[config.mk]
export PLATFORM = sky130hd
export DESIGN_NAME = pfbd_front
export DESIGN_NICKNAME = d
export VERILOG_FILES = /design/src/rtl/core/pfbd_pkg.sv /design/src/rtl/core/pfbd_front.sv
export SDC_FILE = /design/constraint.sdc
export NUM_CORES = 1
export LEC_CHECK = 0
export BUFFER_PORTS_ARGS = -buffer_cell sky130_fd_sc_hd__buf_4
export CAP_MARGIN = 20
export CORE_UTILIZATION = 40
export CTS_CLUSTER_DIAMETER = 60
export DETAILED_ROUTE_END_ITERATION = 8
export GPL_ROUTABILITY_DRIVEN = 0
export PLACE_DENSITY = 0.74
export SLEW_MARGIN = 25
export SYNTH_ARGS = -nofsm -noshare
export SYNTH_HDL_FRONTEND = slang
export SYNTH_SLANG_ARGS = --single-unit
[constraint.sdc]
create_clock -name i_clk -period 2.4 [get_ports i_clk]
set_input_delay 0.36 -clock i_clk [delete_from_list [all_inputs] [get_ports i_clk]]
set_output_delay 0.36 -clock i_clk [all_outputs]
set_load 0.01 [all_outputs]
[src/rtl/core/pfbd_pkg.sv]
package pfbd_pkg;

    typedef struct packed {
        logic       command;
        logic [7:0] data_byte;
        logic       last_byte;
        logic       empty_packet;
    } t_in_item;

    typedef struct packed {
        logic        uart_valid;
        logic [7:0]  uart_byte;
        logic        slot_released;
        logic        packet_dropped;
        logic        packet_truncated;
        logic        fifo_full;
        logic        fifo_empty;
        logic        fifo_half_full;
        logic [3:0]  slots_used;
        logic [31:0] rx_byte_total;
        logic [31:0] tx_byte_total;
    } t_out_item;

    typedef enum logic [1:0] {
        OP_BYTE,
        OP_BYTE_LAST,
        OP_EMPTY,
        OP_DRAIN
    } t_op_kind;

    typedef struct packed {
        t_op_kind   kind;
        logic [7:0] data;
    } t_op;

    typedef struct packed {
        logic valid;
        t_op  op;
    } t_q_head;

    localparam int QUEUE_DEPTH = 2;

endpackage

[src/rtl/core/pfbd_front.sv]
module pfbd_front (
    input  logic              i_clk,
    input  logic              i_rst_n,
    input  logic              i_in_valid,
    output logic              o_in_ready,
    input  pfbd_pkg::t_in_item i_in_data,
    output pfbd_pkg::t_q_head o_head,
    input  logic              i_pop
);

    pfbd_pkg::t_op r_q [pfbd_pkg::QUEUE_DEPTH];
    logic          r_wp;
    logic          r_rp;
    logic [1:0]    r_cnt;
    logic [1:0]    n_cnt;
    pfbd_pkg::t_op op_in;
    logic          push;
    logic          pop;

    always_comb begin
        op_in.data = i_in_data.data_byte;
        priority if (i_in_data.command) begin
            op_in.kind = pfbd_pkg::OP_DRAIN;
        end else if (i_in_data.empty_packet) begin
            op_in.kind = pfbd_pkg::OP_EMPTY;
        end else if (i_in_data.last_byte) begin
            op_in.kind = pfbd_pkg::OP_BYTE_LAST;
        end else begin
            op_in.kind = pfbd_pkg::OP_BYTE;
        end
    end

    assign o_in_ready   = (r_cnt != 2'(pfbd_pkg::QUEUE_DEPTH));
    assign push         = i_in_valid && o_in_ready;
    assign pop          = i_pop && (r_cnt != 2'd0);
    assign o_head.valid = (r_cnt != 2'd0);
    assign o_head.op    = r_q[r_rp];

    always_comb begin
        n_cnt = r_cnt;
        if (push && !pop) begin
            n_cnt = r_cnt + 2'd1;
        end else if (pop && !push) begin
            n_cnt = r_cnt - 2'd1;
        end
    end

    always_ff @(posedge i_clk) begin
        if (!i_rst_n) begin
            r_wp  <= 1'b0;
            r_rp  <= 1'b0;
            r_cnt <= 2'd0;
        end else begin
            r_cnt <= n_cnt;
            if (push) begin
                r_wp <= ~r_wp;
            end
            if (pop) begin
                r_rp <= ~r_rp;
            end
        end
    end

    always_ff @(posedge i_clk) begin
        if (push) begin
            r_q[r_wp] <= op_in;
        end
    end

endmodule

==> flow_summary.ini, run 1 <==
[yosys]
yosys-top-cells-area = edfxtp_1, mux2_2, dfxtp_1
synth_edf_count = 20
synth-main-ff-cell = edfxtp_1
ys_warn_count = 0
seq_area_frac_synth_pct = 72.3
avgSynthCellArea_um2 = 16.4
yosysTopAreaCellShare_pct = 61.9
ys_seq_elements = 25
synthArstFlopShare_pct = 0
synth.most_common_cell = edfxtp_1
ys_top_cells_by_count = edfxtp_1, mux2_2, dfxtp_1
synth_area_leader_cell = edfxtp_1
synth_nets = 75
yosys.cell_types.count = 18
synth_cells = 59
netlist_area_um2 = 970

[power]
power_mw = 1.15
p_per_area_mw_per_mm2 = 941
peakVddDrop_v = 0.000530
leakage_nw = 0.489

[clock_tree]
cts_tree = done
cts_sinks = 25
ctsResizeCount = 0
hold_buffers = 0
clock_latency_ns = 0.30
clock_path_buffers = 2
numCtsBuffers = 3
cts_max_level = 1
cts_root_buf = clkbuf_4
cts_setup_buffers = 0
path_clk_slew_ns = 0.13

[setup_path]
crit_path_top_delay_cell = dfxtp_1
crit_required_ns = 2.04
critPathKind = flop to output port
cp.arrival_ns = 1.45
cp_num_buf_inv = 1
crit_family = flip-flops
startpoint_type = flop
endpoint_kind = output port
path_cells = mux2_2, buf_4
slowest_delay_ns = 0.61
worstPathMaxFanout = 10

[finish]
n_antenna_cell = 0
fin_util_pct = 54.2
syn_to_final_growth_pct = 26.1
drive_gt1_share_pct = 50.0
final_area_mm2 = 0.00122
fill_cells = 201
nNetsFinal = 105

[floorplanning]
die_h_um = 51.2
start_util_pct = 43.0
core_mm2 = 0.00225
dieArea_mm2 = 0.00263
rows = 17
die_x_um = 51.2
io_pins = 27

[sta]
worst_slack_ns = 0.589
finalMaxSlewViolations = 0
tightest_slew_ns = 0.478
period_needed_ns = 1.81
rsz0062_at_grt = no
clock_skew_ns = 0.00784
hold_viol = 0
max_freq_ghz = 0.552
max_slew_margin_pct = 68.2
setup_violations = 0
min_period_over_period_pct = 75.4
finalSetupTns_ns = 0

[job]
cap_violations = 0

[global_routing]
grt_max_degree = 15
grt_pass1_vias = 567
grt_pass1_wl_um = 2390
overflow = 0
grt_usage_pct = 12.8
antenna_found_initial = 0

[detailed_routing]
drc = 0
wl_um = 1430
num_vias = 551
first_pass_iters = 3
ant_nets = 0
viasPerCell = 4.75
drt_iter0_markers = 4
routedWlPerCell_um = 12.3

[status]
status = finished, final reports clean

[placement]
place_area_mm2 = 0.00119
io_buffers = 26
place_ws_ns = 0.817
post-dp-hpwl_um = 1050

[worst_hold_path]
worst_hold_path_type = input pin to flop
[metal layers]
layer | vias to the layer above | global-route usage (%) | routed length [um]
met1 | 261 | 14.7 | 620
met2 | 17 | 21.9 | 705
met5 | - | 0 | 0
met3 | 2 | 3.27 | 91
li1 | 271 | - | -
met4 | 0 | 6.76 | 12
[report_power, final]
part           total [mW]  switching (mW)  leakage (nW)  internal, mW
Sequential          0.602          0.0547         0.227         0.547
Combinational       0.373           0.160         0.244         0.213
Clock               0.175           0.113        0.0177        0.0621
[cell usage in the layout, fill, tap and decap left out]
cell type	instances
buf_4	26
edfxtp_1	20
mux2_2	10
dfxtp_1	5
inv_1	3
xor2_1	3
nor2_1	3
clkbuf_4	3
or2_2	2
o21ai_0	2
a21oi_1	2
nand2b_4	1
and2_1	1
a21o_1	1
and3_1	1
nand3b_1	1
a21bo_2	1
or3_1	1
ha_1	1
clkinv_2	1
[registers in the layout, indices dropped and copies added (netlist names), named ones only]
| register | count |
|---|---|
| r_wp | 1 |
| r_q | 20 |
| r_cnt | 2 |
| r_rp | 1 |
[worst reg2reg max path: stages, from the launching register on]
cell      delay (ns)
dfxtp_1         0.38
nand2b_4        0.18
and2_1          0.16
ha_1            0.32
or3_1           0.39
a21oi_1         0.14
[cell families after synthesis]
family / Yosys count / synth area share (%)
DFF: 25 / 72.3
muxes: 10 / 11.6
and+or+nand+nor: 10 / 6.58
AOI/OAI and AO/OA: 6 / 3.87
buffers and inverters: 4 / 1.68
xor gates and xnor gates: 3 / 2.71
adders and majority gates: 1 / 1.29
[through the flow]
stage          std cells  hold WS [ns]
6_report             116         0.228
5_1_grt              116         0.202
3_3_place_gp         112         0.492
4_1_cts              116         0.220
2_1_floorplan         59         0.459
3_5_place_dp         112         0.498
[path summary, 6_finish.rpt]
path	start	slack, ns	cells after the start	end
setup / recovery	flop	0.59	2	o_head[2]
hold / removal	i_in_data[9]	0.23	1	r_q[0][7]$_DFFE_PP_
setup reg to reg	r_cnt[0]$_SDFFE_PN0P_	0.76	5	r_cnt[1]$_SDFFE_PN0P_
hold reg to reg	r_rp$_SDFFE_PN0P_	0.53	2	r_rp$_SDFFE_PN0P_
[final cells by class]
cell class / instances / area (um2) / share of cell area, %
repair buffers: 26 / 195 / 16.0
clock inverters: 1 / 5.00 / 0.409
well taps: 28 / 35.0 / 2.87
multi-input cells: 30 / 253 / 20.7
flip-flops and latches: 25 / 701 / 57.3
inverters: 3 / 11.3 / 0.921
clock buffers: 3 / 22.5 / 1.84
(Power assumes the default switching activity.)
==> run 2: changes to the inputs <==
- clock period: 2.4 -> 1.7 ns (I/O delays scaled with it)
==> run 2 against run 1 <==
  * Cell count is the same
  * Clock-buffer cell count is the same
  * Critical path depth grew 3
  * Sequential power grew 42%
  * Critical endpoint is now r_cnt[1]$_SDFFE_PN0P_
  * First-iteration DRC count shrank 50%
  * Critical path type is now flop to flop
  * Routed wire length grew 1.0%
  * Via count shrank 2.0%
  * Global-route usage shrank 0.83 points
  * Clock power grew 49%
  * Clock skew shrank 0.0012 ns
==> flow_summary.ini, run 2 (synthesis gave the netlist of run 1 again) <==
[global_routing]
antenna_found_initial = 0
grt_pass1_wl_um = 2240
grt_pass1_vias = 541
grt_max_degree = 16
overflow = 0
grt_usage_pct = 12.0

[power]
peakVddDrop_v = 0.000727
leakage_nw = 0.485
p_per_area_mw_per_mm2 = 1330

[floorplanning]
die_h_um = 51.2
die_x_um = 51.2
dieArea_mm2 = 0.00263
io_pins = 27
core_mm2 = 0.00225
start_util_pct = 43.0
rows = 17

[worst_hold_path]
hold_start = i_in_data[9]
worst_hold_path_type = input pin to flop

[sta]
rsz0062_at_grt = no
min_period_over_period_pct = 94.4
setup_violations = 0
whs_ns = 0.119
tightest_slew_ns = 0.473
hold_viol = 0
max_slew_margin_pct = 68.5
clock_skew_ns = 0.00668
period_needed_ns = 1.61
finalMaxSlewViolations = 0
max_freq_ghz = 0.623
finalSetupTns_ns = 0

[detailed_routing]
drt-met1-wl_um = 619
first_pass_iters = 2
drt_iter0_markers = 2
num_vias = 540
dr_wl_met3_um = 102
routedWlPerCell_um = 12.5
wl_um = 1450
dr.max_layer_used = met3
wl_met2_um = 723
drc = 0
viasPerCell = 4.66
ant_nets = 0

[finish]
final_cell_mix = buf_4, edfxtp_1, mux2_2
nNetsFinal = 105
final_area_mm2 = 0.00123
layout_commonest_cell = buf_4
n_antenna_cell = 0
drive_gt1_share_pct = 51.1
syn_to_final_growth_pct = 26.5
largest_reg_flops = 20
top_register = r_q
reg_top3 = r_q x20, r_cnt x2

[clock_tree]
hold_buffers = 0
clock_latency_ns = 0.31
cts_sinks = 25
cts_tree = done
cts_max_level = 1
clock_path_buffers = 2
numCtsBuffers = 3
cts_root_buf = clkbuf_4
path_clk_slew_ns = 0.14

[setup_path]
endpoint_kind = flop
startpoint_type = flop
timing.rr.start = r_cnt[0]$_SDFFE_PN0P_
cp.arrival_ns = 1.86
critPathKind = flop to flop
cp-startpoint = r_cnt[0]$_SDFFE_PN0P_
crit_required_ns = 1.96
worstPathMaxFanout = 5

[placement]
io_buffers = 26
post-dp-hpwl_um = 1020
place_area_mm2 = 0.00119

[status]
status = finished, final reports clean

[job]
cap_violations = 0
-- run 2: area by class of cell --
type	count	area, um2
Sequential cell	25	702
Clock inverter	1	7.51
Fill cell	203	1030
Inverter	3	11.3
Tap cell	28	35.0
Timing Repair Buffer	26	195
Multi-Input combinational cell	30	253
Clock buffer	3	22.5
-- run 2: repair_timing --
action | 4_1_cts | 5_1_grt
hold endpoints to repair | 0 | 0
endpoints found under the setup margin | 10 | 0
resized for setup | 1 | 0
setup buffers | 0 | 0
-- run 2: where the power goes --
part / internal, mW / leakage [nW] / total, mW / switching, mW
sequential: 0.775 / 0.227 / 0.854 / 0.0789
clock: 0.0895 / 0.0139 / 0.260 / 0.171
combinational: 0.301 / 0.244 / 0.519 / 0.218
-- run 2: critical path, stage by stage (launching register included) --
cell and delay [ns]:
dfxtp_1 0.38, nand2b_4 0.17, and2_1 0.16, ha_1 0.33, or3_1 0.37, a21oi_1 0.14
-- run 2: worst paths after layout --
kind | slack [ns] | end | cells after the start
setup / recovery | 0.09 | r_cnt[1]$_SDFFE_PN0P_ | 5
hold / removal | 0.12 | r_q[1][7]$_DFFE_PP_ | 1
setup reg to reg | 0.09 | r_cnt[1]$_SDFFE_PN0P_ | 5
hold reg to reg | 0.52 | flop | 2
-- run 2: routing by layer --
metal / track usage, % / vias to the layer above
li1: - / 273
met1: 13.3 / 250
met2: 20.8 / 17
met3: 3.87 / 0
met4: 5.41 / 0
met5: 0 / -
-- run 2: per-stage QoR --
stage,instances,utilization (%),setup slack [ns],power (mW)
6_report,116,54.4,0.0947,1.63
5_1_grt,116,54.4,0.00242,1.72
4_1_cts,116,54.4,0.0829,1.66
3_3_place_gp,112,53.0,0.183,1.37
3_5_place_dp,112,53.0,0.118,1.39
2_1_floorplan,59,-,0.183,1.17
